$ cat src/rtl/core/jpd_pkg.sv
// ----------------------------------------------------------------------------
// jpd_pkg
// Shared types, register map and joint range ROM for the joint PD controller.
// ----------------------------------------------------------------------------
`default_nettype none

package jpd_pkg;

   localparam int NUM_JOINTS = 12;

   // Register word index (paddr[4:2])
   typedef enum logic [2:0] {
      REG_CONTROL_MODE = 3'd0,
      REG_CMD_SCALE    = 3'd1,
      REG_PROP_GAIN    = 3'd2,
      REG_DERIV_GAIN   = 3'd3,
      REG_TORQUE_LIMIT = 3'd4
   } reg_addr_type;

   localparam logic MODE_TORQUE   = 1'b0;
   localparam logic MODE_POSITION = 1'b1;

   typedef struct packed {
      logic        control_mode;
      logic [15:0] cmd_scale;
      logic [15:0] prop_gain;
      logic [15:0] deriv_gain;
      logic [14:0] torque_limit;
   } cfg_type;

   typedef struct packed {
      logic signed [15:0] lo;
      logic signed [15:0] hi;
   } limit_type;

   // Payload handed from the target stages to the torque stages
   typedef struct packed {
      logic [3:0]         joint;
      logic signed [15:0] target;
      logic               sat_pos;
      logic signed [16:0] err;
      logic signed [32:0] kdv;
   } target_stage_type;

   // Joint range ROM, Q4.12; joints without a row get the range [0,0]
   function automatic limit_type joint_limit(input logic [3:0] joint);
      limit_type r;
      r.lo = 16'sd0;
      r.hi = 16'sd0;
      if (int'(joint) < NUM_JOINTS) begin
         case (joint)
            4'd0, 4'd3, 4'd6, 4'd9: begin
               r.lo = -16'sd2048;
               r.hi = 16'sd2048;
            end
            4'd1, 4'd4, 4'd7, 4'd10: begin
               r.lo = 16'sd1638;
               r.hi = 16'sd5734;
            end
            4'd2, 4'd5: begin
               r.lo = -16'sd9421;
               r.hi = -16'sd3482;
            end
            4'd8, 4'd11: begin
               r.lo = -16'sd9421;
               r.hi = -16'sd5325;
            end
            default: begin
               r.lo = 16'sd0;
               r.hi = 16'sd0;
            end
         endcase
      end
      return r;
   endfunction

endpackage

`default_nettype wire

$ cat src/rtl/core/jpd_csr.sv
// ----------------------------------------------------------------------------
// jpd_csr
// APB-style register file for mode, action scale, gains and torque limit.
// ----------------------------------------------------------------------------
`default_nettype none

module jpd_csr import jpd_pkg::*; (
   input  wire logic        clock,
   input  wire logic        reset,
   input  wire logic        psel,
   input  wire logic        penable,
   input  wire logic        pwrite,
   input  wire logic [4:0]  paddr,
   input  wire logic [31:0] pwdata,
   output logic [31:0]      prdata,
   output logic             pready,
   output cfg_type          cfg
);

   cfg_type      cfg_ff;
   logic         wr_en;
   reg_addr_type addr;

   assign pready = 1'b1;
   assign wr_en  = psel && penable && pwrite;
   assign addr   = reg_addr_type'(paddr[4:2]);
   assign cfg    = cfg_ff;

   // Write registers on the access cycle
   always_ff @(posedge clock) begin
      if (reset) begin
         cfg_ff.control_mode <= MODE_TORQUE;
         cfg_ff.cmd_scale    <= 16'd4096;
         cfg_ff.prop_gain    <= 16'd7680;
         cfg_ff.deriv_gain   <= 16'd0;
         cfg_ff.torque_limit <= 15'd12800;
      end else if (wr_en) begin
         case (addr)
            REG_CONTROL_MODE: cfg_ff.control_mode <= pwdata[0];
            REG_CMD_SCALE:    cfg_ff.cmd_scale    <= pwdata[15:0];
            REG_PROP_GAIN:    cfg_ff.prop_gain    <= pwdata[15:0];
            REG_DERIV_GAIN:   cfg_ff.deriv_gain   <= pwdata[15:0];
            REG_TORQUE_LIMIT: cfg_ff.torque_limit <= pwdata[14:0];
            default: ;
         endcase
      end
   end

   // Read back
   always_comb begin
      case (addr)
         REG_CONTROL_MODE: prdata = {31'd0, cfg_ff.control_mode};
         REG_CMD_SCALE:    prdata = {16'd0, cfg_ff.cmd_scale};
         REG_PROP_GAIN:    prdata = {16'd0, cfg_ff.prop_gain};
         REG_DERIV_GAIN:   prdata = {16'd0, cfg_ff.deriv_gain};
         REG_TORQUE_LIMIT: prdata = {17'd0, cfg_ff.torque_limit};
         default:          prdata = 32'd0;
      endcase
   end

endmodule

`default_nettype wire

$ cat config.mk
export PLATFORM = sky130hd
export DESIGN_NAME = jpd_csr
export DESIGN_NICKNAME = d
export VERILOG_FILES = /design/src/rtl/core/jpd_pkg.sv /design/src/rtl/core/jpd_csr.sv
export SDC_FILE = /design/constraint.sdc
export NUM_CORES = 1
export LEC_CHECK = 0
export BUFFER_PORTS_ARGS = -buffer_cell sky130_fd_sc_hd__buf_2
export CAP_MARGIN = 40
export CORE_ASPECT_RATIO = 1.1
export CORE_MARGIN = 5
export CORE_UTILIZATION = 49
export CTS_BUF_LIST = sky130_fd_sc_hd__clkbuf_8
export CTS_CLUSTER_DIAMETER = 50
export DETAILED_ROUTE_END_ITERATION = 6
export PLACE_DENSITY = 0.82
export SLEW_MARGIN = 20
export SYNTH_ARGS = -nofsm -noshare
export SYNTH_HDL_FRONTEND = slang
export SYNTH_SLANG_ARGS = --single-unit
$ cat constraint.sdc
create_clock -name clock -period 1.7 [get_ports clock]
set_clock_uncertainty 0.05 [all_clocks]
set_input_delay 0.17 -clock clock [delete_from_list [all_inputs] [get_ports clock]]
set_output_delay 0.17 -clock clock [all_outputs]
set_load 0.02 [all_outputs]
==> results.py <==
metrics = {
    "cells_and_area": {
        "syn_to_final_growth_pct": 23.5,
        "num_antenna_cells": 0,
        "largest_register_ffs": 64,
        "final-instance-count-excl-fill": 556,
        "fin_nets": 513,
        "drive_gt1_share_pct": 32.9,
        "n_fill_cell": 564,
    },
    "timing": {
        "fmax_mhz": 631,
        "tightest_slew_ns": 0.704,
        "setup-violations-final": 0,
        "post-route-min-period_ns": 1.59,
        "fin_hold_ws_ns": 0.0617,
        "hold_viol_final": 0,
        "setup_slack_ns": 0.114,
        "fin_tns_setup_ns": 0,
        "slew_headroom_pct": 53.1,
        "final_max_slew_viol_count": 0,
        "rsz0062_at_grt": "no",
        "timing.final.crit_share_pct": 93.3,
    },
    "cts": {
        "cts_root_buf": "clkbuf_8",
        "h-tree-depth": 3,
        "cts_made_buffers": 9,
        "cts_sinks": 64,
        "tritoncts": "done",
        "path_clk_slew_ns": 0.07,
        "cts_resized": 0,
        "hold_buffers": 0,
        "cts_setup_buffers": 0,
        "insertion_delay_ns": 0.33,
        "clk_path_buf_depth": 2,
    },
    "drt": {
        "drt_iter0_markers": 174,
        "drtPass1Iterations": 4,
        "wirelength_um": 9300,
        "wire_per_inst_um": 16.7,
        "viasPerCell": 5.28,
        "vias": 2934,
        "drc": 0,
        "final_antenna_net_count": 0,
    },
    "grt": {
        "grt_overflow": 0,
        "antenna_found_initial": 0,
        "track_usage_pct": 22.3,
        "grt_pass1_wl_um": 14500,
        "grt_pass1_vias": 2859,
        "grt_max_degree": 86,
    },
    "critical_path": {
        "cp_max_fo": 3,
        "crit_start": "cfg[23]",
        "reg2reg_slack_ns": 0.85,
        "r2r_start": "cfg[46]",
        "cp-start-kind": "register",
        "arrival_ns": 1.37,
        "reg2reg_depth": 3,
        "end_kind": "output pin",
        "crit_required_ns": 1.48,
        "r2r-end": "cfg[46]",
        "path_class": "reg2out",
    },
    "die": {
        "start_util_pct": 49.9,
        "pin_count": 139,
        "rows": 31,
        "core-area_um2": 6520,
        "die_area_um2": 8370,
        "die_w_um": 87.7,
        "die_y_um": 95.5,
    },
    "hold_path": {
        "min_delay_path_depth": 3,
        "min_to": "cfg[41]",
        "holdCritStartpoint": "pwdata[10]",
        "hp-class": "in2reg",
    },
    "synth": {
        "ys_warn_count": 0,
        "synth_cell_type_count": 27,
        "netlist_instances": 366,
        "ys_top_cells_by_area": "dfxtp_1 39%, mux2i_1 12%, nand2b_1 8.7%",
        "syn_area_per_cell_um2": 8.89,
        "synth_seq_area_share_pct": 39.4,
        "synth_area_leader_cell": "dfxtp_1",
        "synth-seq-cells": 64,
        "syn_area_um2": 3250,
        "yosys.area.top_type_share_pct": 39.4,
    },
    "status": {
        "outcome": "finished clean",
    },
    "power": {
        "irDropWorstVdd_uv": 575,
        "p_leak_uw": 0.00196,
        "power_density_nw_per_um2": 749,
    },
    "run": {
        "cap_violations": 0,
    },
    "placement": {
        "place.port_buffers": 103,
        "dp_hpwl_um": 6500,
        "dpl.cell_count": 542,
        "pre_cts_ws_ns": 0.0901,
        "gp_congestion": 0.803,
    },
}
logic make-up after synthesis:
group	Yosys count	share of synthesized area, %
AO/OA/AOI/OAI	88	14.8
buffers and inverters	46	8.38
flip-flops	64	39.4
multiplexers	53	16.9
other	2	0.231
AND/OR/NAND/NOR	113	20.3
Yosys cell counts:
cell type,instances
buf_2,1
nor3b_2,1
nand2_1,15
mux2i_1,38
o21ai_1,17
buf_6,2
mux2_2,15
or3b_1,1
conb_1,2
or2_2,1
a22oi_1,15
o21a_1,1
nand4_2,1
buf_12,1
nor3_1,2
or3_1,1
clkbuf_1,23
dfxtp_1,64
or2_1,1
nor2b_1,29
buf_1,1
buf_4,18
o22ai_1,1
nand2b_1,45
nor2_1,15
o21ai_0,54
nand4b_4,1
critical path, stage by stage, from the launching register on:
cell	delay [ns]
dfxtp_1	0.33
mux2_2	0.27
a22oi_1	0.17
o21ai_1	0.11
buf_2	0.17
report_power, final:
part | switching, uW | total, uW | internal, uW | leakage, uW
Combinational | 210 | 324 | 114 | 0.00135
Sequential | 8.22 | 1520 | 1510 | 0.000516
Clock | 546 | 1170 | 623 | 0.0000969
Total | 764 | 3010 | 2250 | 0.00196
cells in the final DEF (no fill, tap or decap):
cell type and count:
buf_2 103, dfxtp_1 64, o21ai_0 54, nand2b_1 45, mux2i_1 38, nor2b_1 29, buf_4 20, o21ai_1 17
conb_1 17, mux2_2 15, a22oi_1 15, nand2_1 15, nor2_1 15, clkbuf_8 12, nor3_1 2, inv_1 2
buf_12 2, nor3b_2 1, o22ai_1 1, o21a_1 1, nand4_2 1, nand4b_4 1, or2_2 1, or2_1 1
or3b_1 1, or3_1 1
per-stage QoR:
step,power (uW),instance area [um^2],utilization [%]
after floorplan,1780,3310,-
after global placement,1870,3850,59.0
after detailed placement,1870,3850,59.0
after CTS,3030,4020,61.7
after global routing,3120,4020,61.7
final,3010,4020,61.7
layer usage:
layer | GRT usage, % | wire length, um | vias up
met3 | 5.36 | 765 | 10
met2 | 38.1 | 4700 | 129
li1 | - | - | 1426
met5 | 0 | 0 | -
met4 | 7.42 | 77 | 0
met1 | 27.2 | 3750 | 1369
final cells by class:
| class | instances | area, um^2 | area share, % |
|---|---|---|---|
| timing repair buffer | 125 | 706 | 17.6 |
| clock buffer | 12 | 165 | 4.11 |
| clock inverter | 2 | 7.51 | 0.187 |
| tap | 82 | 103 | 2.55 |
| multi-input combinational | 271 | 1760 | 43.7 |
| sequential | 64 | 1280 | 31.9 |
how the worst max path moves through the flow:
| stage | endpoint | depth (start not counted) | slack [ns] |
|---|---|---|---|
| final | prdata[8] | 4 | 0.11 |
| after global routing | prdata[1] | 4 | 0.04 |
| after CTS | prdata[8] | 4 | 0.11 |
| after detailed placement | cfg[27] | 4 | 0.09 |
| after global placement | cfg[25] | 4 | 0.15 |
| after floorplan | prdata[13] | 4 | 0.11 |
(Power assumes the default switching activity.)
