File: src/rtl/core/jpd_pkg.sv
// ----------------------------------------------------------------------------
// jpd_pkg
// Shared types, register map and joint range ROM for the joint PD controller.
// ----------------------------------------------------------------------------
`default_nettype none

package jpd_pkg;

   localparam int NUM_JOINTS = 12;

   // Register word index (paddr[4:2])
   typedef enum logic [2:0] {
      REG_CONTROL_MODE = 3'd0,
      REG_CMD_SCALE    = 3'd1,
      REG_PROP_GAIN    = 3'd2,
      REG_DERIV_GAIN   = 3'd3,
      REG_TORQUE_LIMIT = 3'd4
   } reg_addr_type;

   localparam logic MODE_TORQUE   = 1'b0;
   localparam logic MODE_POSITION = 1'b1;

   typedef struct packed {
      logic        control_mode;
      logic [15:0] cmd_scale;
      logic [15:0] prop_gain;
      logic [15:0] deriv_gain;
      logic [14:0] torque_limit;
   } cfg_type;

   typedef struct packed {
      logic signed [15:0] lo;
      logic signed [15:0] hi;
   } limit_type;

   // Payload handed from the target stages to the torque stages
   typedef struct packed {
      logic [3:0]         joint;
      logic signed [15:0] target;
      logic               sat_pos;
      logic signed [16:0] err;
      logic signed [32:0] kdv;
   } target_stage_type;

   // Joint range ROM, Q4.12; joints without a row get the range [0,0]
   function automatic limit_type joint_limit(input logic [3:0] joint);
      limit_type r;
      r.lo = 16'sd0;
      r.hi = 16'sd0;
      if (int'(joint) < NUM_JOINTS) begin
         case (joint)
            4'd0, 4'd3, 4'd6, 4'd9: begin
               r.lo = -16'sd2048;
               r.hi = 16'sd2048;
            end
            4'd1, 4'd4, 4'd7, 4'd10: begin
               r.lo = 16'sd1638;
               r.hi = 16'sd5734;
            end
            4'd2, 4'd5: begin
               r.lo = -16'sd9421;
               r.hi = -16'sd3482;
            end
            4'd8, 4'd11: begin
               r.lo = -16'sd9421;
               r.hi = -16'sd5325;
            end
            default: begin
               r.lo = 16'sd0;
               r.hi = 16'sd0;
            end
         endcase
      end
      return r;
   endfunction

endpackage

`default_nettype wire

File: src/rtl/core/jpd_req_if.sv
// ----------------------------------------------------------------------------
// jpd_req_if
// Input channel: one joint sample per transaction.
// ----------------------------------------------------------------------------
`default_nettype none

interface jpd_req_if;
   logic               valid;
   logic               ready;
   logic [3:0]         joint;
   logic signed [15:0] action;
   logic signed [15:0] joint_pos;
   logic signed [15:0] joint_vel;

   modport source (output valid, joint, action, joint_pos, joint_vel, input ready);
   modport sink   (input valid, joint, action, joint_pos, joint_vel, output ready);
endinterface

`default_nettype wire

File: src/rtl/core/jpd_target.sv
// ----------------------------------------------------------------------------
// jpd_target
// Stages 1-3: range lookup, action scaling, range mapping, clamp, error.
// ----------------------------------------------------------------------------
`default_nettype none

module jpd_target import jpd_pkg::*; (
   input  wire logic     clock,
   input  wire logic     reset,
   input  wire cfg_type  cfg,
   jpd_req_if.sink       req,
   output logic          dn_valid,
   input  wire logic     dn_ready,
   output target_stage_type dn_data
);

   localparam logic signed [33:0] HALF_Q26  = 34'sd67108864;
   localparam logic signed [51:0] HALF_SPAN = 52'sd67108864;

   // Stage valids and per-stage ready
   logic s1_vld_ff, s2_vld_ff, s3_vld_ff;
   logic s1_rdy, s2_rdy, s3_rdy;

   // Stage 1 registers
   logic [3:0]         s1_joint_ff;
   logic signed [32:0] s1_prod_ff;
   logic signed [15:0] s1_lo_ff;
   logic signed [16:0] s1_diff_ff;
   logic signed [15:0] s1_pos_ff;
   logic signed [15:0] s1_vel_ff;

   // Stage 2 registers
   logic [3:0]         s2_joint_ff;
   logic signed [50:0] s2_span_ff;
   logic signed [15:0] s2_lo_ff;
   logic signed [15:0] s2_hi_ff;
   logic signed [15:0] s2_pos_ff;
   logic signed [32:0] s2_kdv_ff;

   target_stage_type   s3_ff;

   // Next values
   limit_type          lim_in;
   logic signed [32:0] prod_in;
   logic signed [16:0] diff_in;
   logic signed [33:0] base;
   logic signed [50:0] span_in;
   logic signed [32:0] kdv_in;
   logic signed [51:0] span_rnd;
   logic signed [24:0] span_q;
   logic signed [25:0] target_raw;
   target_stage_type   s3_in;
   logic signed [15:0] s1_hi_ff;

   assign s3_rdy    = !s3_vld_ff || dn_ready;
   assign s2_rdy    = !s2_vld_ff || s3_rdy;
   assign s1_rdy    = !s1_vld_ff || s2_rdy;
   assign req.ready = s1_rdy;
   assign dn_valid  = s3_vld_ff;
   assign dn_data   = s3_ff;

   // Stage 1: look up range, scale action
   always_comb begin
      lim_in  = joint_limit(req.joint);
      prod_in = req.action * $signed({1'b0, cfg.cmd_scale});
      diff_in = lim_in.hi - lim_in.lo;
   end

   // Stage 2: map scaled action onto the span, damping product
   always_comb begin
      base    = {s1_prod_ff[32], s1_prod_ff} + HALF_Q26;
      span_in = base * s1_diff_ff;
      kdv_in  = s1_vel_ff * $signed({1'b0, cfg.deriv_gain});
   end

   // Stage 3: round, offset, clamp to range, position error
   always_comb begin
      span_rnd   = {s2_span_ff[50], s2_span_ff} + HALF_SPAN;
      span_q     = span_rnd[51:27];
      target_raw = s2_lo_ff + span_q;
      s3_in.joint   = s2_joint_ff;
      s3_in.kdv     = s2_kdv_ff;
      s3_in.sat_pos = 1'b0;
      s3_in.target  = target_raw[15:0];
      if (target_raw < s2_lo_ff) begin
         s3_in.target  = s2_lo_ff;
         s3_in.sat_pos = 1'b1;
      end else if (target_raw > s2_hi_ff) begin
         s3_in.target  = s2_hi_ff;
         s3_in.sat_pos = 1'b1;
      end
      s3_in.err = s3_in.target - s2_pos_ff;
   end

   // Advance valid bits
   always_ff @(posedge clock) begin
      if (reset) begin
         s1_vld_ff <= 1'b0;
         s2_vld_ff <= 1'b0;
         s3_vld_ff <= 1'b0;
      end else begin
         if (s1_rdy) begin
            s1_vld_ff <= req.valid;
         end
         if (s2_rdy) begin
            s2_vld_ff <= s1_vld_ff;
         end
         if (s3_rdy) begin
            s3_vld_ff <= s2_vld_ff;
         end
      end
   end

   // Advance payload
   always_ff @(posedge clock) begin
      if (s1_rdy) begin
         s1_joint_ff <= req.joint;
         s1_prod_ff  <= prod_in;
         s1_lo_ff    <= lim_in.lo;
         s1_hi_ff    <= lim_in.hi;
         s1_diff_ff  <= diff_in;
         s1_pos_ff   <= req.joint_pos;
         s1_vel_ff   <= req.joint_vel;
      end
      if (s2_rdy) begin
         s2_joint_ff <= s1_joint_ff;
         s2_span_ff  <= span_in;
         s2_lo_ff    <= s1_lo_ff;
         s2_hi_ff    <= s1_hi_ff;
         s2_pos_ff   <= s1_pos_ff;
         s2_kdv_ff   <= kdv_in;
      end
      if (s3_rdy) begin
         s3_ff <= s3_in;
      end
   end

endmodule

`default_nettype wire

File: src/flat_wrapper.sv
// flat-port wrapper written by rule: the top's interface ports become plain ports
module jpd_target_flat import jpd_pkg::*;
  (clock, reset, cfg, dn_valid, dn_ready, dn_data, req_valid, req_joint, req_action, req_joint_pos, req_joint_vel, req_ready);
  jpd_req_if req_i ();
  input  wire logic clock;
  input  wire logic reset;
  input  wire cfg_type cfg;
  output logic dn_valid;
  input  wire logic dn_ready;
  output target_stage_type dn_data;
  input wire logic [$bits(req_i.valid)-1:0] req_valid;
  input wire logic [$bits(req_i.joint)-1:0] req_joint;
  input wire logic [$bits(req_i.action)-1:0] req_action;
  input wire logic [$bits(req_i.joint_pos)-1:0] req_joint_pos;
  input wire logic [$bits(req_i.joint_vel)-1:0] req_joint_vel;
  output wire logic [$bits(req_i.ready)-1:0] req_ready;
  assign req_i.valid = req_valid;
  assign req_i.joint = req_joint;
  assign req_i.action = req_action;
  assign req_i.joint_pos = req_joint_pos;
  assign req_i.joint_vel = req_joint_vel;
  assign req_ready = req_i.ready;
  jpd_target u_core (.clock(clock), .reset(reset), .cfg(cfg), .req(req_i), .dn_valid(dn_valid), .dn_ready(dn_ready), .dn_data(dn_data));
endmodule
File: config.mk
export PLATFORM = sky130hd
export DESIGN_NAME = jpd_target_flat
export DESIGN_NICKNAME = d
export VERILOG_FILES = /design/src/rtl/core/jpd_pkg.sv /design/src/rtl/core/jpd_req_if.sv /design/src/rtl/core/jpd_target.sv /design/src/flat_wrapper.sv
export SDC_FILE = /design/constraint.sdc
export NUM_CORES = 2
export LEC_CHECK = 0
export BUFFER_PORTS_ARGS = -buffer_cell sky130_fd_sc_hd__clkbuf_2
export CORE_UTILIZATION = 41
export CTS_BUF_LIST = sky130_fd_sc_hd__clkbuf_4 sky130_fd_sc_hd__clkbuf_8
export DETAILED_ROUTE_END_ITERATION = 8
export SLEW_MARGIN = 20
export SYNTH_ARGS = -nofsm -noshare
export SYNTH_HDL_FRONTEND = slang
export SYNTH_SLANG_ARGS = --single-unit
export TNS_END_PERCENT = 50
File: constraint.sdc
create_clock -name clock -period 12.9 [get_ports clock]
set_clock_uncertainty 0.15 [all_clocks]
set_input_delay 1.29 -clock clock [delete_from_list [all_inputs] [get_ports clock]]
set_output_delay 1.29 -clock clock [all_outputs]
set_load 0.01 [all_outputs]
==> impl_metrics.env <==
export IMPL_outcome="completed"
export IMPL_core_area_um2=114800
export IMPL_slowest_stage="nor2_2"
export IMPL_fin_util_pct=44.44
export IMPL_async_flop_share_pct=0
export IMPL_grt_pass1_wl_um=185300
export IMPL_cp_data_arrival_time_ns=9.38
export IMPL_routedWlPerCell_um=17.10
export IMPL_critPathBufInv=1
export IMPL_synth_flop_cell="edfxtp_1"
export IMPL_numPortBuffers=160
export IMPL_dieArea_um2=117800
export IMPL_synth_edf_count=250
export IMPL_gr_total_overflow=0
export IMPL_cts_root_buffer="clkbuf_8"
export IMPL_synthMostInstantiatedCell="inv_1"
export IMPL_setup_tns_ns=0
export IMPL_vias=32630
export IMPL_cts_tree="done"
export IMPL_setup_viol=0
export IMPL_place_congestion=0.8424
export IMPL_ys_seq_elements=253
export IMPL_relSlewSlack_pct=36.32
export IMPL_fmax_mhz=111.1
export IMPL_drc=0
export IMPL_stdcell_count=6483
export IMPL_cts_sinks=253
export IMPL_worst_setup_path_type="reg -> reg"
export IMPL_antenna_left=0
export IMPL_synth_top_area_share_pct=39.43
export IMPL_drt_iter0_drc=1655
export IMPL_cpPeakStageDelay_ns=0.53
export IMPL_finalHoldViolations=0
export IMPL_cp_data_required_time_ns=13.28
export IMPL_drt_first_pass_iters=5
export IMPL_rows=124
export IMPL_hold_class="reg -> reg"
export IMPL_min_period_ns=9.004
export IMPL_yosys_cell_types_count=75
export IMPL_layout_drive_gt1_share_pct=5.919
export IMPL_die_w_um=343.2
export IMPL_cp_start_kind="flip-flop"
export IMPL_syn_area_um2=47730
export IMPL_synth_commonest_cells="inv_1 (1065), fa_1 (940), nand2_1 (666)"
export IMPL_cts_htree_levels=2
export IMPL_clk_path_buf_depth=3
export IMPL_area_growth_pct=6.897
export IMPL_worstMarginPinSlew_ns=0.9552
export IMPL_syn_inst=4857
export IMPL_grt_use_total_pct=19.85
export IMPL_initial_utilization_pct=41.57
export IMPL_maxCapViolCount=0
export IMPL_rsz0062_at_grt="no"
export IMPL_synth_area_leaders="fa_1 (39%), edfxtp_1 (16%), ha_1 (12%)"
export IMPL_grt_pass1_vias=35160
export IMPL_crit_family="compound AO/OA/AOI/OAI gates"
export IMPL_crit_top_cell="a21oi_1"
export IMPL_grt_max_degree=67
export IMPL_placed_cells=6395
export IMPL_yosys_warnings=0
export IMPL_cts_hold_buf=0
export IMPL_via_per_inst=5.033
export IMPL_yosys_area_top_type="fa_1"
export IMPL_cts_repair_resized=0
export IMPL_cts_setup_buffers=0
export IMPL_final_net_count=6451
export IMPL_insertion_delay_ns=0.70
export IMPL_numCtsBuffers=47
export IMPL_hpwl_um=84020
export IMPL_cp_end_kind="flip-flop"
export IMPL_ios=193
export IMPL_reg2reg_from="u_core.s2_span_ff[27]"
export IMPL_min_from="u_core.s2_kdv_ff[3]"
export IMPL_die_y_um=343.2
export IMPL_setup_worst_path_start="u_core.s2_span_ff[27]"
export IMPL_clkTransAtPathRegs_ns=0.06
export IMPL_syn_nets=6376
export IMPL_antenna_found_initial=1
export IMPL_postSynthAreaPerCell_um2=9.826
export IMPL_cp_max_fo=13
export IMPL_synth_yosys_seq_area_share_pct=15.86
export IMPL_slew_viol_final=0
export IMPL_post_route_period_util_pct=69.80
export IMPL_wirelength_um=110900
[worst reg2reg max path, delay by kind of cell (launching register included)]
kind	cells	cell delay (ns)
flip-flops	1	0.37
buffers and inverters	1	0.06
multiplexers	1	0.17
adder cells (fa/ha/maj)	5	1.44
XOR/XNOR	2	0.47
AO/OA/AOI/OAI	25	4.97
AND/OR/NAND/NOR	6	1.21
[logic make-up (layout without fill, tap and decap cells)]
group                      after synthesis  count (layout)  synth area share [%]
AOI/OAI and AO/OA                      413             413                 5.697
other                                    0               4                     0
and+or+nand+nor                       1404            1404                 14.33
muxes                                   11              11                0.2412
buffers and inverters                 1228            1338                 9.663
DFF                                    253             253                 15.86
adders and majority gates             1399            1399                 51.46
xor gates and xnor gates               149             149                 2.750
[layout by cell type (no fill, tap or decap), types with 8 or more instances in the layout]
| master | netlist | layout |
|---|---|---|
| inv_1 | 1065 | 1063 |
| fa_1 | 940 | 940 |
| nand2_1 | 666 | 665 |
| ha_1 | 459 | 459 |
| and2_1 | 406 | 406 |
| edfxtp_1 | 250 | 250 |
| clkbuf_2 | 0 | 160 |
| a21oi_1 | 125 | 125 |
| xnor2_1 | 104 | 104 |
| nor2_1 | 95 | 95 |
| a21o_1 | 77 | 77 |
| nand2b_1 | 72 | 72 |
| o21ai_0 | 61 | 61 |
| clkbuf_8 | 0 | 47 |
| xor2_1 | 44 | 43 |
| nand3_1 | 40 | 40 |
| buf_4 | 0 | 29 |
| nor2b_1 | 28 | 28 |
| nand4_1 | 26 | 26 |
| and3_1 | 22 | 22 |
| nor3_1 | 19 | 19 |
| o21a_1 | 19 | 19 |
| o21bai_1 | 18 | 18 |
| a31oi_1 | 16 | 16 |
| o211ai_1 | 10 | 10 |
| clkinv_1 | 0 | 10 |
| clkbuf_4 | 0 | 10 |
| clkinv_2 | 0 | 9 |
| o31a_1 | 9 | 9 |
| a211oi_1 | 8 | 8 |
[sequential cells by signal, indices dropped and copies added, names as in the netlist, 6 cells and up]
name,cells
u_core.dn_data,71
u_core.s1_prod_ff,33
u_core.s2_kdv_ff,33
u_core.s2_span_ff,25
u_core.s1_diff_ff,16
u_core.s1_pos_ff,16
u_core.s1_vel_ff,16
u_core.s2_pos_ff,16
u_core.s1_hi_ff,6
u_core.s2_hi_ff,6
[metrics by stage]
| stage | hold WS, ns | setup slack [ns] | cell area [µm²] |
|---|---|---|---|
| 2_1_floorplan | 0.2503 | 5.381 | 47730 |
| 3_5_place_dp | 0.2545 | 4.051 | 50040 |
| 4_1_cts | 0.2251 | 3.925 | 51010 |
| 6_report | 0.2395 | 3.896 | 51020 |
| 3_3_place_gp | 0.2517 | 4.126 | 50040 |
| 5_1_grt | 0.2401 | 2.880 | 51010 |
[final cells by class]
class,instances,area [µm²]
fillers,11190,63790
multi-input cells,3376,35560
diodes,4,10.01
clock buffers,57,721.9
inverters,1065,4001
clock inverters,27,245.2
flip-flops and latches,253,7567
repair buffers,189,1018
well taps,1512,1892
[metal layers]
metal	vias to the layer above	GRT usage [%]	routed length, µm
met4	0	4.343	1992
met5	-	0	0
met2	676	34.69	55300
met1	16800	26.33	48600
met3	144	2.388	4978
li1	15010	-	-
[worst paths after layout]
| check | to | slack, ns | depth (start not counted) |
|---|---|---|---|
| setup / recovery | u_core.dn_data[47] | 3.90 | 40 |
| hold / removal | u_core.dn_data[3] | 0.24 | 0 |
| setup reg to reg | u_core.dn_data[47] | 3.90 | 40 |
| hold reg to reg | u_core.dn_data[3] | 0.24 | 0 |
Power is left out: the tool's default activity adds up to more than one toggle a clock period on the data nets, which glitch-free logic cannot reach.
