File: src/rtl/core/jpd_pkg.sv
// ----------------------------------------------------------------------------
// jpd_pkg
// Shared types, register map and joint range ROM for the joint PD controller.
// ----------------------------------------------------------------------------
`default_nettype none

package jpd_pkg;

   localparam int NUM_JOINTS = 12;

   // Register word index (paddr[4:2])
   typedef enum logic [2:0] {
      REG_CONTROL_MODE = 3'd0,
      REG_CMD_SCALE    = 3'd1,
      REG_PROP_GAIN    = 3'd2,
      REG_DERIV_GAIN   = 3'd3,
      REG_TORQUE_LIMIT = 3'd4
   } reg_addr_type;

   localparam logic MODE_TORQUE   = 1'b0;
   localparam logic MODE_POSITION = 1'b1;

   typedef struct packed {
      logic        control_mode;
      logic [15:0] cmd_scale;
      logic [15:0] prop_gain;
      logic [15:0] deriv_gain;
      logic [14:0] torque_limit;
   } cfg_type;

   typedef struct packed {
      logic signed [15:0] lo;
      logic signed [15:0] hi;
   } limit_type;

   // Payload handed from the target stages to the torque stages
   typedef struct packed {
      logic [3:0]         joint;
      logic signed [15:0] target;
      logic               sat_pos;
      logic signed [16:0] err;
      logic signed [32:0] kdv;
   } target_stage_type;

   // Joint range ROM, Q4.12; joints without a row get the range [0,0]
   function automatic limit_type joint_limit(input logic [3:0] joint);
      limit_type r;
      r.lo = 16'sd0;
      r.hi = 16'sd0;
      if (int'(joint) < NUM_JOINTS) begin
         case (joint)
            4'd0, 4'd3, 4'd6, 4'd9: begin
               r.lo = -16'sd2048;
               r.hi = 16'sd2048;
            end
            4'd1, 4'd4, 4'd7, 4'd10: begin
               r.lo = 16'sd1638;
               r.hi = 16'sd5734;
            end
            4'd2, 4'd5: begin
               r.lo = -16'sd9421;
               r.hi = -16'sd3482;
            end
            4'd8, 4'd11: begin
               r.lo = -16'sd9421;
               r.hi = -16'sd5325;
            end
            default: begin
               r.lo = 16'sd0;
               r.hi = 16'sd0;
            end
         endcase
      end
      return r;
   endfunction

endpackage

`default_nettype wire

File: src/rtl/core/jpd_rsp_if.sv
// ----------------------------------------------------------------------------
// jpd_rsp_if
// Result channel: one drive value per transaction.
// ----------------------------------------------------------------------------
`default_nettype none

interface jpd_rsp_if;
   logic               valid;
   logic               ready;
   logic [3:0]         joint_out;
   logic signed [15:0] drive_value;
   logic               saturated;

   modport source (output valid, joint_out, drive_value, saturated, input ready);
   modport sink   (input valid, joint_out, drive_value, saturated, output ready);
endinterface

`default_nettype wire

File: src/rtl/core/jpd_torque.sv
// ----------------------------------------------------------------------------
// jpd_torque
// Stages 4-5: PD torque, rounding, torque clamp and output register.
// ----------------------------------------------------------------------------
`default_nettype none

module jpd_torque import jpd_pkg::*; (
   input  wire logic     clock,
   input  wire logic     reset,
   input  wire cfg_type  cfg,
   input  wire logic     up_valid,
   output logic          up_ready,
   input  wire target_stage_type up_data,
   jpd_rsp_if.source     rsp
);

   localparam logic signed [38:0] HALF_Q12 = 39'sd2048;

   logic s4_vld_ff, s5_vld_ff;
   logic s4_rdy, s5_rdy;

   // Stage 4 registers
   logic [3:0]         s4_joint_ff;
   logic signed [15:0] s4_target_ff;
   logic               s4_sat_pos_ff;
   logic signed [33:0] s4_kperr_ff;
   logic signed [32:0] s4_kdv_ff;

   // Output registers
   logic [3:0]         s5_joint_ff;
   logic signed [15:0] s5_drive_ff;
   logic               s5_sat_ff;

   logic signed [33:0] kperr_in;
   logic signed [36:0] kdv_x16;
   logic signed [37:0] t20;
   logic signed [38:0] t20_rnd;
   logic signed [26:0] t8;
   logic signed [26:0] lim_pos;
   logic signed [26:0] lim_neg;
   logic signed [15:0] drive_in;
   logic               sat_in;

   assign s5_rdy   = !s5_vld_ff || rsp.ready;
   assign s4_rdy   = !s4_vld_ff || s5_rdy;
   assign up_ready = s4_rdy;

   assign rsp.valid       = s5_vld_ff;
   assign rsp.joint_out   = s5_joint_ff;
   assign rsp.drive_value = s5_drive_ff;
   assign rsp.saturated   = s5_sat_ff;

   // Stage 4: proportional product
   assign kperr_in = up_data.err * $signed({1'b0, cfg.prop_gain});

   // Stage 5: combine, round to Q8.8, clamp, pick by mode
   always_comb begin
      kdv_x16  = {s4_kdv_ff, 4'b0000};
      t20      = s4_kperr_ff - kdv_x16;
      t20_rnd  = t20 + HALF_Q12;
      t8       = t20_rnd[38:12];
      lim_pos  = $signed({12'd0, cfg.torque_limit});
      lim_neg  = -lim_pos;
      drive_in = t8[15:0];
      sat_in   = 1'b0;
      if (t8 > lim_pos) begin
         drive_in = lim_pos[15:0];
         sat_in   = 1'b1;
      end else if (t8 < lim_neg) begin
         drive_in = lim_neg[15:0];
         sat_in   = 1'b1;
      end
      if (cfg.control_mode == MODE_POSITION) begin
         drive_in = s4_target_ff;
         sat_in   = s4_sat_pos_ff;
      end
   end

   // Advance valid bits
   always_ff @(posedge clock) begin
      if (reset) begin
         s4_vld_ff <= 1'b0;
         s5_vld_ff <= 1'b0;
      end else begin
         if (s4_rdy) begin
            s4_vld_ff <= up_valid;
         end
         if (s5_rdy) begin
            s5_vld_ff <= s4_vld_ff;
         end
      end
   end

   // Advance payload
   always_ff @(posedge clock) begin
      if (s4_rdy) begin
         s4_joint_ff   <= up_data.joint;
         s4_target_ff  <= up_data.target;
         s4_sat_pos_ff <= up_data.sat_pos;
         s4_kperr_ff   <= kperr_in;
         s4_kdv_ff     <= up_data.kdv;
      end
      if (s5_rdy) begin
         s5_joint_ff <= s4_joint_ff;
         s5_drive_ff <= drive_in;
         s5_sat_ff   <= sat_in;
      end
   end

   // A saturated torque sits exactly on one of the limits
   a_sat_on_limit: assert property (@(posedge clock) disable iff (reset)
      (s5_vld_ff && cfg.control_mode == MODE_TORQUE && s5_sat_ff) |->
      (s5_drive_ff == $signed({1'b0, cfg.torque_limit}) ||
       s5_drive_ff == -$signed({1'b0, cfg.torque_limit})))
      else $error("saturated torque is not at the limit");

   // Torque output never leaves the limit band
   a_torque_in_band: assert property (@(posedge clock) disable iff (reset)
      (s5_vld_ff && cfg.control_mode == MODE_TORQUE) |->
      (s5_drive_ff <= $signed({1'b0, cfg.torque_limit}) &&
       s5_drive_ff >= -$signed({1'b0, cfg.torque_limit})))
      else $error("torque outside limit band");

   // A stage blocked by the output keeps its transaction
   a_stage4_hold: assert property (@(posedge clock) disable iff (reset)
      (s4_vld_ff && !s5_rdy) |=> (s4_vld_ff && $stable(s4_kperr_ff)))
      else $error("stage 4 lost a transaction under stall");

endmodule

`default_nettype wire

File: src/flat_wrapper.sv
// flat-port wrapper written by rule: the top's interface ports become plain ports
module jpd_torque_flat import jpd_pkg::*;
  (clock, reset, cfg, up_valid, up_ready, up_data, rsp_valid, rsp_joint_out, rsp_drive_value, rsp_saturated, rsp_ready);
  jpd_rsp_if rsp_i ();
  input  wire logic clock;
  input  wire logic reset;
  input  wire cfg_type cfg;
  input  wire logic up_valid;
  output logic up_ready;
  input  wire target_stage_type up_data;
  output wire logic [$bits(rsp_i.valid)-1:0] rsp_valid;
  output wire logic [$bits(rsp_i.joint_out)-1:0] rsp_joint_out;
  output wire logic [$bits(rsp_i.drive_value)-1:0] rsp_drive_value;
  output wire logic [$bits(rsp_i.saturated)-1:0] rsp_saturated;
  input wire logic [$bits(rsp_i.ready)-1:0] rsp_ready;
  assign rsp_valid = rsp_i.valid;
  assign rsp_joint_out = rsp_i.joint_out;
  assign rsp_drive_value = rsp_i.drive_value;
  assign rsp_saturated = rsp_i.saturated;
  assign rsp_i.ready = rsp_ready;
  jpd_torque u_core (.clock(clock), .reset(reset), .cfg(cfg), .up_valid(up_valid), .up_ready(up_ready), .up_data(up_data), .rsp(rsp_i));
endmodule
File: config.mk
export PLATFORM = sky130hd
export DESIGN_NAME = jpd_torque_flat
export DESIGN_NICKNAME = d
export VERILOG_FILES = /design/src/rtl/core/jpd_pkg.sv /design/src/rtl/core/jpd_rsp_if.sv /design/src/rtl/core/jpd_torque.sv /design/src/flat_wrapper.sv
export SDC_FILE = /design/constraint.sdc
export NUM_CORES = 1
export LEC_CHECK = 0
export ABC_AREA = 1
export BUFFER_PORTS_ARGS = -buffer_cell sky130_fd_sc_hd__buf_2
export CAP_MARGIN = 20
export CORE_MARGIN = 2
export CORE_UTILIZATION = 45
export DETAILED_ROUTE_END_ITERATION = 8
export SLEW_MARGIN = 20
export SYNTH_ARGS = -nofsm -noshare
export SYNTH_HDL_FRONTEND = slang
export SYNTH_SLANG_ARGS = --single-unit
File: constraint.sdc
create_clock -name clock -period 18.3 [get_ports clock]
set_input_delay 2.745 -clock clock [delete_from_list [all_inputs] [get_ports clock]]
set_output_delay 2.745 -clock clock [all_outputs]
set_load 0.01 [all_outputs]
==> flow_metrics.tcl, run 1 <==
set metrics [dict create \
    syn-cell-area_um2 19300 \
    outcome "finished clean" \
    viasPerCell 4.89 \
    synth_area_leader_cell "fa_1" \
    drv_cap 0 \
    hpwl_um 38000 \
    clk_path_buf_depth 2 \
    crit_cells 19 \
    path_delay_family "adder cells" \
    numCtsBuffers 9 \
    yosysWarnings 0 \
    post-cts-setup-buffers 0 \
    worstReg2RegStart "u_core.s4_kdv_ff[21]" \
    r2r-end "u_core.rsp.drive_value[1]" \
    die_height_um 211 \
    synth_edf_count 108 \
    whs_path_depth 0 \
    h-tree-depth 3 \
    placed_cells 3028 \
    syn_inst 2436 \
    ys_top_cells_by_count "nand2_1 (660), inv_1 (654), fa_1 (279)" \
    worstSetupPathType "input pin to flip-flop" \
    cts_tree "done" \
    postLayoutCoreUtil_pct 49.0 \
    max-slew-margin-rel_pct 36.4 \
    clockRootBuffer "clkbuf_16" \
    wire_per_inst_um 14.6 \
    rr_worst_depth 22 \
    final_cells 3044 \
    hold_viol_final 0 \
    antenna_cells 0 \
    final.setup.tns_ps 0 \
    ys.flop_type "edfxtp_1" \
    initial_utilization_pct 45.8 \
    num_vias 14900 \
    portBuffers 129 \
    hp-start "u_core.s4_joint_ff[2]" \
    synth_cell_types 46 \
    ys_seq_area_share_pct 17.0 \
    path_common_cell "fa_1" \
    worstSkewPairLatency_ps 370 \
    async_reset_ff_share_pct 0 \
    hold-worst-slack_ps 418 \
    slew_violations 0 \
    area_growth_pct 6.85 \
    routabilityCongestion 0.888 \
    avgSynthCellArea_um2 7.93 \
    startpoint_type "input pin" \
    fillCellCount 4204 \
    die_x_um 211 \
    fin_skew_ps 13.1 \
    period_share_pct 47.0 \
    arrival_ps 8710 \
    grt.total_usage_pct 21.1 \
    io_pins 162 \
    worstPathMaxFanout 17 \
    synth-seq-cells 110 \
    rsz0062_at_grt "false" \
    die_area_um2 44600 \
    crit_path_cell_trace "buf_2 -> nand2_1 -> fa_1 -> fa_1 -> inv_1 -> fa_1 -> inv_1 -> fa_1 -> fa_1 -> inv_1 -> fa_1 -> ha_1 -> inv_1 -> nor3_1 -> nand2_1 -> nor4_1 -> nand2_1 -> o2111ai_1 -> xor2_1" \
    fp-row-count 75 \
    wl_um 44500 \
    rrSetupSlack_ps 12790 \
    antenna_found_initial 0 \
    period_minus_slack_ps 8610 \
    core_um2 42100 \
    grt_pass1_wl_um 75000 \
    cts-hold-fix-buffers 0 \
    nets 3117 \
    grt_max_degree 52 \
    netlist.area_leader.share_pct 28.9 \
    cpMaxStageDelayCell "fa_1" \
    synth.most_common_cell "nand2_1" \
    synth_fp_nets 3053 \
    dr.pass1.iters 5 \
    synthTopCellsByArea "fa_1 (29%), edfxtp_1 (17%), ha_1 (13%)" \
    crit_required_ps 18400 \
    worstHoldEndpoint "u_core.rsp.joint_out[2]" \
    endpoint_kind "flip-flop" \
    grt.overflow.total 0 \
    cts.clk_slew.worst_paths_ps 80 \
    drcViolationCount 0 \
    cpPeakStageDelay_ps 800 \
    post_cts_resized 0 \
    path_buf_inv 5 \
    setup-violations-final 0 \
    final_layout_size_suffix_gt1_share_pct 8.22 \
    cts_sinks 110 \
    max_slew.worst_pin.slew_ps 952 \
    first_global_vias 15600 \
    drt_iter0_drc 636 \
    antenna_left 0 \
    max_freq_ghz 0.116 \
    hold_class "flip-flop to flip-flop" \
]
==> layout by cell type (no fill, tap or decap), drive strengths merged, types with 3 or more instances in the layout <==
cell | netlist | layout
nand2 | 687 | 687
inv | 655 | 657
fa | 279 | 279
ha | 199 | 199
buf | 4 | 130
edfxtp | 108 | 108
nor2 | 105 | 105
a21oi | 86 | 86
nand3 | 71 | 71
xor2 | 39 | 39
o21ai | 38 | 38
xnor2 | 22 | 22
nand4 | 13 | 13
nand3b | 11 | 11
nor3 | 10 | 10
clkbuf | 72 | 9
a31oi | 8 | 8
o21a | 7 | 7
clkinv | 1 | 5
a21o | 4 | 4
o21bai | 3 | 3
==> worst max path at each step <==
stage / endpoint / startpoint / slack [ps]
2_1_floorplan: u_core.s4_kperr_ff[30] / cfg[41] / 9960
3_3_place_gp: u_core.s4_kperr_ff[32] / cfg[33] / 9420
3_5_place_dp: u_core.s4_kperr_ff[32] / cfg[33] / 9400
4_1_cts: u_core.s4_kperr_ff[32] / cfg[33] / 9780
5_1_grt: u_core.s4_kperr_ff[32] / cfg[33] / 9360
6_report: u_core.s4_kperr_ff[32] / cfg[33] / 9690
==> flip-flops by register name (all words and copies together), names as in the netlist <==
register / cells
u_core.s4_kdv_ff: 33
u_core.s4_kperr_ff: 33
u_core.rsp.drive_value: 16
u_core.s4_target_ff: 16
u_core.rsp.joint_out: 4
u_core.s4_joint_ff: 4
u_core.rsp.saturated: 1
u_core.rsp.valid: 1
u_core.s4_sat_pos_ff: 1
u_core.s4_vld_ff: 1
==> layer usage <==
| metal | up-vias | track usage, % | wire (µm) |
|---|---|---|---|
| li1 | 7339 | - | - |
| met1 | 7202 | 26.2 | 19400 |
| met2 | 294 | 39.0 | 22600 |
| met3 | 56 | 2.01 | 1520 |
| met4 | 0 | 5.54 | 931 |
| met5 | - | 0 | 0 |
==> metrics by stage <==
step                      area (µm²)  setup WS, ps
after CTS                      20600          9780
after detailed placement       20300          9400
final                          20600          9690
after floorplan                19300          9960
after global placement         20300          9420
after global routing           20600          9360
==> logic make-up after synthesis <==
| kind of cell | Yosys count | share of synthesized area (%) |
|---|---|---|
| AO/OA/AOI/OAI | 152 | 4.33 |
| XOR/XNOR | 61 | 2.86 |
| adder cells (fa/ha/maj) | 478 | 41.8 |
| buffers and inverters | 733 | 14.5 |
| flip-flops | 110 | 17.0 |
| AND/OR/NAND/NOR | 902 | 19.5 |
==> layout make-up <==
type,count,area (µm²),share of cell area [%]
timing repair buffer,130,653,3.17
clock buffer,9,225,1.09
clock inverter,7,90.1,0.437
tap,539,674,3.27
inverter,656,2460,11.9
multi-input combinational,1593,13200,64.2
sequential,110,3280,15.9
Power of run 1 is not shown: default switching activity piles up to over one toggle a cycle in this logic, so the estimate is an artifact.
==> run 2: changes to the inputs <==
--- a/config.mk
+++ b/config.mk
@@ -5,12 +5,13 @@
 export SDC_FILE = /design/constraint.sdc
 export NUM_CORES = 1
 export LEC_CHECK = 0
-export ABC_AREA = 1
+export ABC_AREA = 0
 export BUFFER_PORTS_ARGS = -buffer_cell sky130_fd_sc_hd__buf_2
 export CAP_MARGIN = 20
 export CORE_MARGIN = 2
 export CORE_UTILIZATION = 45
 export DETAILED_ROUTE_END_ITERATION = 8
+export PLACE_DENSITY = 0.65
 export SLEW_MARGIN = 20
 export SYNTH_ARGS = -nofsm -noshare
 export SYNTH_HDL_FRONTEND = slang
==> constraint.sdc (replaced) <==
create_clock -name clock -period 7.51 [get_ports clock]
set_input_delay 1.1265 -clock clock [delete_from_list [all_inputs] [get_ports clock]]
set_output_delay 1.1265 -clock clock [all_outputs]
set_load 0.01 [all_outputs]
==> run 2 against run 1 <==
Final area decreased by 4.2%. Wire length fell by 8.9%. Critical path type unchanged. Final cell count shrank 16%.
==> flow_metrics.tcl, run 2 <==
set metrics [dict create \
    final_cells 2560 \
    max_slew.worst_pin.slew_ps 819 \
    post-cts-setup-buffers 0 \
    cpPeakStageDelay_ps 560 \
    async_reset_ff_share_pct 0 \
    postLayoutCoreUtil_pct 49.5 \
    synth_cell_types 73 \
    slew_violations 0 \
    pre_cts_ws_ps 90.4 \
    antenna_cells 0 \
    core_um2 39900 \
    r2r-end "u_core.rsp.drive_value[2]" \
    whs_path_depth 0 \
    numCtsBuffers 9 \
    placed_cells 2544 \
    largestRegisters "u_core.s4_kdv_ff (33), u_core.s4_kperr_ff (33)" \
    nets 2647 \
    final_common_cell "inv_1" \
    layout_common_cells "inv_1 (416), fa_1 (279), nand2_1 (228), ha_1 (199), buf_2 (129)" \
    die_area_um2 42200 \
    setup-violations-final 0 \
    die_x_um 205 \
    period_minus_slack_ps 7130 \
    synth-seq-cells 110 \
    route.met2.wl_um 19100 \
    cpMaxStageDelayCell "fa_1" \
    grt_max_degree 64 \
    cts_sinks 110 \
    io_pins 162 \
    synthTopCellsByArea "fa_1 (31%), edfxtp_1 (18%), ha_1 (14%)" \
    antenna_found_initial 0 \
    worstHoldEndpoint "u_core.rsp.joint_out[0]" \
    max-slew-margin-rel_pct 45.4 \
    top_layer "met4" \
    synth.most_common_cell "inv_1" \
    path_delay_family "adder cells" \
    startpoint_type "input pin" \
    rsz0062_at_grt "false" \
    crit_required_ps 7610 \
    yosysWarnings 0 \
    grt_pass1_wl_um 66500 \
    drcViolationCount 0 \
    num_vias 13300 \
    h-tree-depth 3 \
    worstPathMaxFanout 16 \
    grt.total_usage_pct 19.7 \
    fin_skew_ps 10.5 \
    worstReg2RegStart "u_core.s4_kdv_ff[7]" \
    syn_inst 1934 \
    die_height_um 205 \
    hold_class "flip-flop to flip-flop" \
    final_layout_size_suffix_gt1_share_pct 9.83 \
    cts_tree "done" \
    fin_ws_ps 385 \
    clk_path_buf_depth 2 \
    cts.clk_slew.worst_paths_ps 80 \
    drv_cap 0 \
    clockRootBuffer "clkbuf_16" \
    hpwl_um 34400 \
    ys.flop_type "edfxtp_1" \
    drt-met1-wl_um 18800 \
    syn-cell-area_um2 18300 \
    path_buf_inv 5 \
    area_growth_pct 8.28 \
    rr_worst_depth 20 \
    grt.overflow.total 0 \
    dr.pass1.iters 5 \
    path_common_cell "fa_1" \
    hold_viol_final 0 \
    drt_iter0_drc 688 \
    period_share_pct 94.9 \
    antenna_left 0 \
    ys_seq_area_share_pct 18.0 \
    wl_um 40500 \
    rrSetupSlack_ps 1440 \
    viasPerCell 5.21 \
    crit_path_cell_trace "buf_2 -> nand2_1 -> fa_1 -> inv_1 -> fa_1 -> ha_1 -> fa_1 -> inv_1 -> fa_1 -> fa_1 -> inv_1 -> ha_1 -> or2_2 -> a21o_1 -> a21o_1 -> o2111ai_1 -> a21oi_1 -> o41ai_1 -> buf_4 -> o211a_1 -> nor3_1 -> o211ai_1 -> nand3_1" \
    initial_utilization_pct 45.8 \
    max_freq_ghz 0.140 \
    synth_edf_count 108 \
    outcome "finished clean" \
    endpoint_kind "flip-flop" \
    hp-start "u_core.s4_joint_ff[0]" \
    synth_area_leader_cell "fa_1" \
    fp-row-count 73 \
    dr_wl_met3_um 1800 \
    wire_per_inst_um 15.8 \
    arrival_ps 7220 \
    cts-hold-fix-buffers 0 \
    ys_top_cells_by_count "inv_1 (416), fa_1 (279), nand2_1 (229)" \
    final.setup.tns_ps 0 \
    routabilityCongestion 0.897 \
    post_cts_resized 0 \
    netlist.area_leader.share_pct 30.6 \
    worstSetupPathType "input pin to flip-flop" \
    worstSkewPairLatency_ps 360 \
    avgSynthCellArea_um2 9.44 \
    first_global_vias 13700 \
    portBuffers 129 \
    synth_fp_nets 2551 \
]
-- run 2: layer usage --
metal | up-vias | track usage, %
li1 | 6401 | -
met1 | 6531 | 26.1
met2 | 343 | 34.4
met3 | 55 | 2.12
met4 | 0 | 5.24
met5 | - | 0
-- run 2: how the worst max path moves through the flow --
stage,cells past startpoint,endpoint,slack [ps],from
floorplan,22,u_core.s4_kperr_ff[33],340,cfg[39]
global placement,21,u_core.s4_kperr_ff[33],240,up_data[39]
detailed placement,22,u_core.s4_kperr_ff[32],90,up_data[40]
CTS,23,u_core.s4_kperr_ff[32],490,up_data[37]
global route,22,u_core.s4_kperr_ff[32],160,up_data[40]
finish,23,u_core.s4_kperr_ff[32],380,up_data[37]
-- run 2: cells by family after synthesis --
group,count (synthesis),share of synthesized area (%)
multiplexers,2,0.116
XOR/XNOR,66,3.17
flip-flops,110,18.0
adder cells (fa/ha/maj),478,44.2
AO/OA/AOI/OAI,261,10.3
buffers and inverters,484,10.1
AND/OR/NAND/NOR,533,14.1
-- run 2: cell type report --
cell class                      instances  area (µm²)
Clock buffer                            9         225
Clock inverter                          7        86.3
Fill cell                            3745       20100
Inverter                              418        1570
Multi-Input combinational cell       1340       13100
Sequential cell                       110        3280
Tap cell                              525         657
Timing Repair Buffer                  151         811
-- run 2: through the flow --
stage	hold WS [ps]	area, µm²
2_1_floorplan	400	18300
3_3_place_gp	401	19500
3_5_place_dp	407	19500
4_1_cts	424	19800
5_1_grt	444	19800
6_report	423	19800
-- run 2: worst register-to-register path, stage by stage, from the launching register on --
cell and delay, ps:
edfxtp_1 400, ha_1 290, inv_1 40, ha_1 310, o21ai_0 90, a21o_1 180
a211o_1 330, a21oi_1 370, a21oi_1 200, o311ai_0 410, xor2_1 450, ha_1 340
a21o_1 170, a211oi_1 260, o21ai_0 130, a2111o_1 390, and4b_1 320, or3_1 410
mux2_2 410, a211oi_1 210, a211oi_1 80
Power of run 2 is left out for the same reason.
==> run 3: changes to the inputs <==
--- a/config.mk
+++ b/config.mk
@@ -5,13 +5,12 @@
 export SDC_FILE = /design/constraint.sdc
 export NUM_CORES = 1
 export LEC_CHECK = 0
-export ABC_AREA = 0
+export ABC_AREA = 1
 export BUFFER_PORTS_ARGS = -buffer_cell sky130_fd_sc_hd__buf_2
 export CAP_MARGIN = 20
 export CORE_MARGIN = 2
 export CORE_UTILIZATION = 45
 export DETAILED_ROUTE_END_ITERATION = 8
-export PLACE_DENSITY = 0.65
 export SLEW_MARGIN = 20
 export SYNTH_ARGS = -nofsm -noshare
 export SYNTH_HDL_FRONTEND = slang
==> constraint.sdc (replaced) <==
create_clock -name clock -period 7.8 [get_ports clock]
set_input_delay 1.17 -clock clock [delete_from_list [all_inputs] [get_ports clock]]
set_output_delay 1.17 -clock clock [all_outputs]
set_load 0.01 [all_outputs]
==> run 3 against run 2 <==
Non-clock buffer count is 16 lower. Clock skew is 4.5 ps higher. Wire length is 13% higher. Register-to-register slack better by 790 ps. Global-route usage is 1.9 points higher. Critical path depth is 3 higher. Clock-buffer cell count stayed put. Critical path type unchanged. Largest cell class unchanged.
==> flow_metrics.tcl, run 3 (synthesis gave the netlist of run 1 again) <==
set metrics [dict create \
    post-cts-setup-buffers 0 \
    max_slew.worst_pin.slew_ps 922 \
    drcViolationCount 0 \
    cts.clk_slew.worst_paths_ps 90 \
    clockRootBuffer "clkbuf_16" \
    worstPathMaxFanout 16 \
    hold_class "flip-flop to flip-flop" \
    initial_utilization_pct 45.8 \
    max-slew-margin-rel_pct 38.4 \
    cts-hold-fix-buffers 0 \
    io_pins 162 \
    fp-row-count 75 \
    worstSkewPairLatency_ps 370 \
    arrival_ps 6950 \
    ff_latch_area_um2 3280 \
    placed_cells 3033 \
    rr_worst_depth 22 \
    die_x_um 211 \
    wl_um 45700 \
    max_freq_ghz 0.147 \
    hold_viol_final 0 \
    first_global_vias 15800 \
    clk_path_buf_depth 2 \
    outcome "finished clean" \
    wire_per_inst_um 15.0 \
    numCtsBuffers 9 \
    routabilityCongestion 0.886 \
    die_area_um2 44600 \
    cpMaxStageDelayCell "fa_1" \
    crit_required_ps 7920 \
    final_layout_size_suffix_gt1_share_pct 8.41 \
    period_minus_slack_ps 6820 \
    die_height_um 211 \
    dr.pass1.iters 5 \
    fin_skew_ps 15.0 \
    grt.overflow.total 0 \
    multiInputGateArea_um2 13200 \
    period_share_pct 87.4 \
    hpwl_um 38700 \
    endpoint_kind "flip-flop" \
    cts_sinks 110 \
    hp-start "u_core.s4_joint_ff[1]" \
    post_cts_resized 0 \
    whs_path_depth 0 \
    core_um2 42100 \
    cts_tree "done" \
    grt.total_usage_pct 21.7 \
    setup-violations-final 0 \
    num_vias 14900 \
    layout_common_cells "nand2_1 (660), inv_1 (654), fa_1 (279), ha_1 (199), buf_2 (129)" \
    fillCellCount 4164 \
    grt_pass1_wl_um 77100 \
    startpoint_type "input pin" \
    worstReg2RegStart "u_core.s4_kdv_ff[19]" \
    worstSetupPathType "input pin to flip-flop" \
    drv_cap 0 \
    h-tree-depth 3 \
    largestRegisters "u_core.s4_kdv_ff (33), u_core.s4_kperr_ff (33)" \
    portBuffers 129 \
    final_cells 3049 \
    final_common_cell "nand2_1" \
    r2r-end "u_core.rsp.drive_value[1]" \
    slew_violations 0 \
    drt_iter0_drc 689 \
    area_growth_pct 7.06 \
    worstHoldEndpoint "u_core.rsp.joint_out[1]" \
    nets 3122 \
    path_common_cell "nand2_1" \
    rsz0062_at_grt "false" \
    antenna_left 0 \
    antenna_cells 0 \
    final.setup.tns_ps 0 \
    antenna_found_initial 0 \
    rrSetupSlack_ps 2230 \
    cpPeakStageDelay_ps 550 \
    viasPerCell 4.89 \
    grt_max_degree 53 \
]
run 3: cell count changes in the layout (fill, tap and decap cells not counted), moves of 13 or more:
cell | previous run | this run
a21o_1 | 28 | 4
nor2_2 | 0 | 14
inv_1 | 416 | 654
nand2_1 | 228 | 660
xnor2_1 | 47 | 22
nand2_2 | 0 | 25
xor2_1 | 19 | 38
buf_4 | 22 | 6
a211oi_1 | 14 | 0
nor2_1 | 59 | 88
and2_1 | 117 | 1
nand3_1 | 22 | 63
nor3_1 | 38 | 8
a21oi_1 | 70 | 83
run 3: critical path: cells and delay by family:
kind | cells | cell delay [ps]
buf+inv | 6 | 600
fa+ha+maj | 7 | 3140
simple gates | 9 | 800
compound gates | 4 | 1240
run 3: layout make-up:
class                   instances  share of cell area [%]
clock inverters                 7                   0.454
multi-input cells            1593                    64.1
inverters                     656                    11.9
well taps                     539                    3.26
flip-flops and latches        110                    15.9
clock buffers                   9                    1.09
repair buffers                135                    3.34
run 3: per-stage QoR:
step                      setup WS [ps]  cell area, µm²  util (%)  hold WS (ps)
after global routing                574           20700      49.1           437
final                               979           20700      49.1           428
after detailed placement            601           20400      48.3           409
after CTS                           984           20700      49.1           431
after global placement              659           20400      48.3           400
after floorplan                    1040           19300         -           400
run 3: how the worst max path moves through the flow:
| stage | start | to | slack [ps] | depth (start not counted) |
|---|---|---|---|---|
| 2_1_floorplan | cfg[41] | u_core.s4_kperr_ff[30] | 1040 | 27 |
| 3_3_place_gp | cfg[37] | u_core.s4_kperr_ff[30] | 660 | 26 |
| 3_5_place_dp | cfg[38] | u_core.s4_kperr_ff[30] | 600 | 26 |
| 4_1_cts | cfg[38] | u_core.s4_kperr_ff[30] | 980 | 26 |
| 5_1_grt | up_data[37] | u_core.s4_kperr_ff[30] | 570 | 26 |
| 6_report | up_data[37] | u_core.s4_kperr_ff[30] | 980 | 26 |
run 3: layer usage:
metal	routed length [µm]	share of wire, %	vias to the layer above	GRT usage [%]
met1	19400	42	7164	27.3
met3	1980	4.3	50	1.74
met2	23500	52	329	40.4
met5	0	0	-	0
met4	786	1.7	0	4.44
li1	-	-	7354	-
Power of run 3 is left out for the same reason.
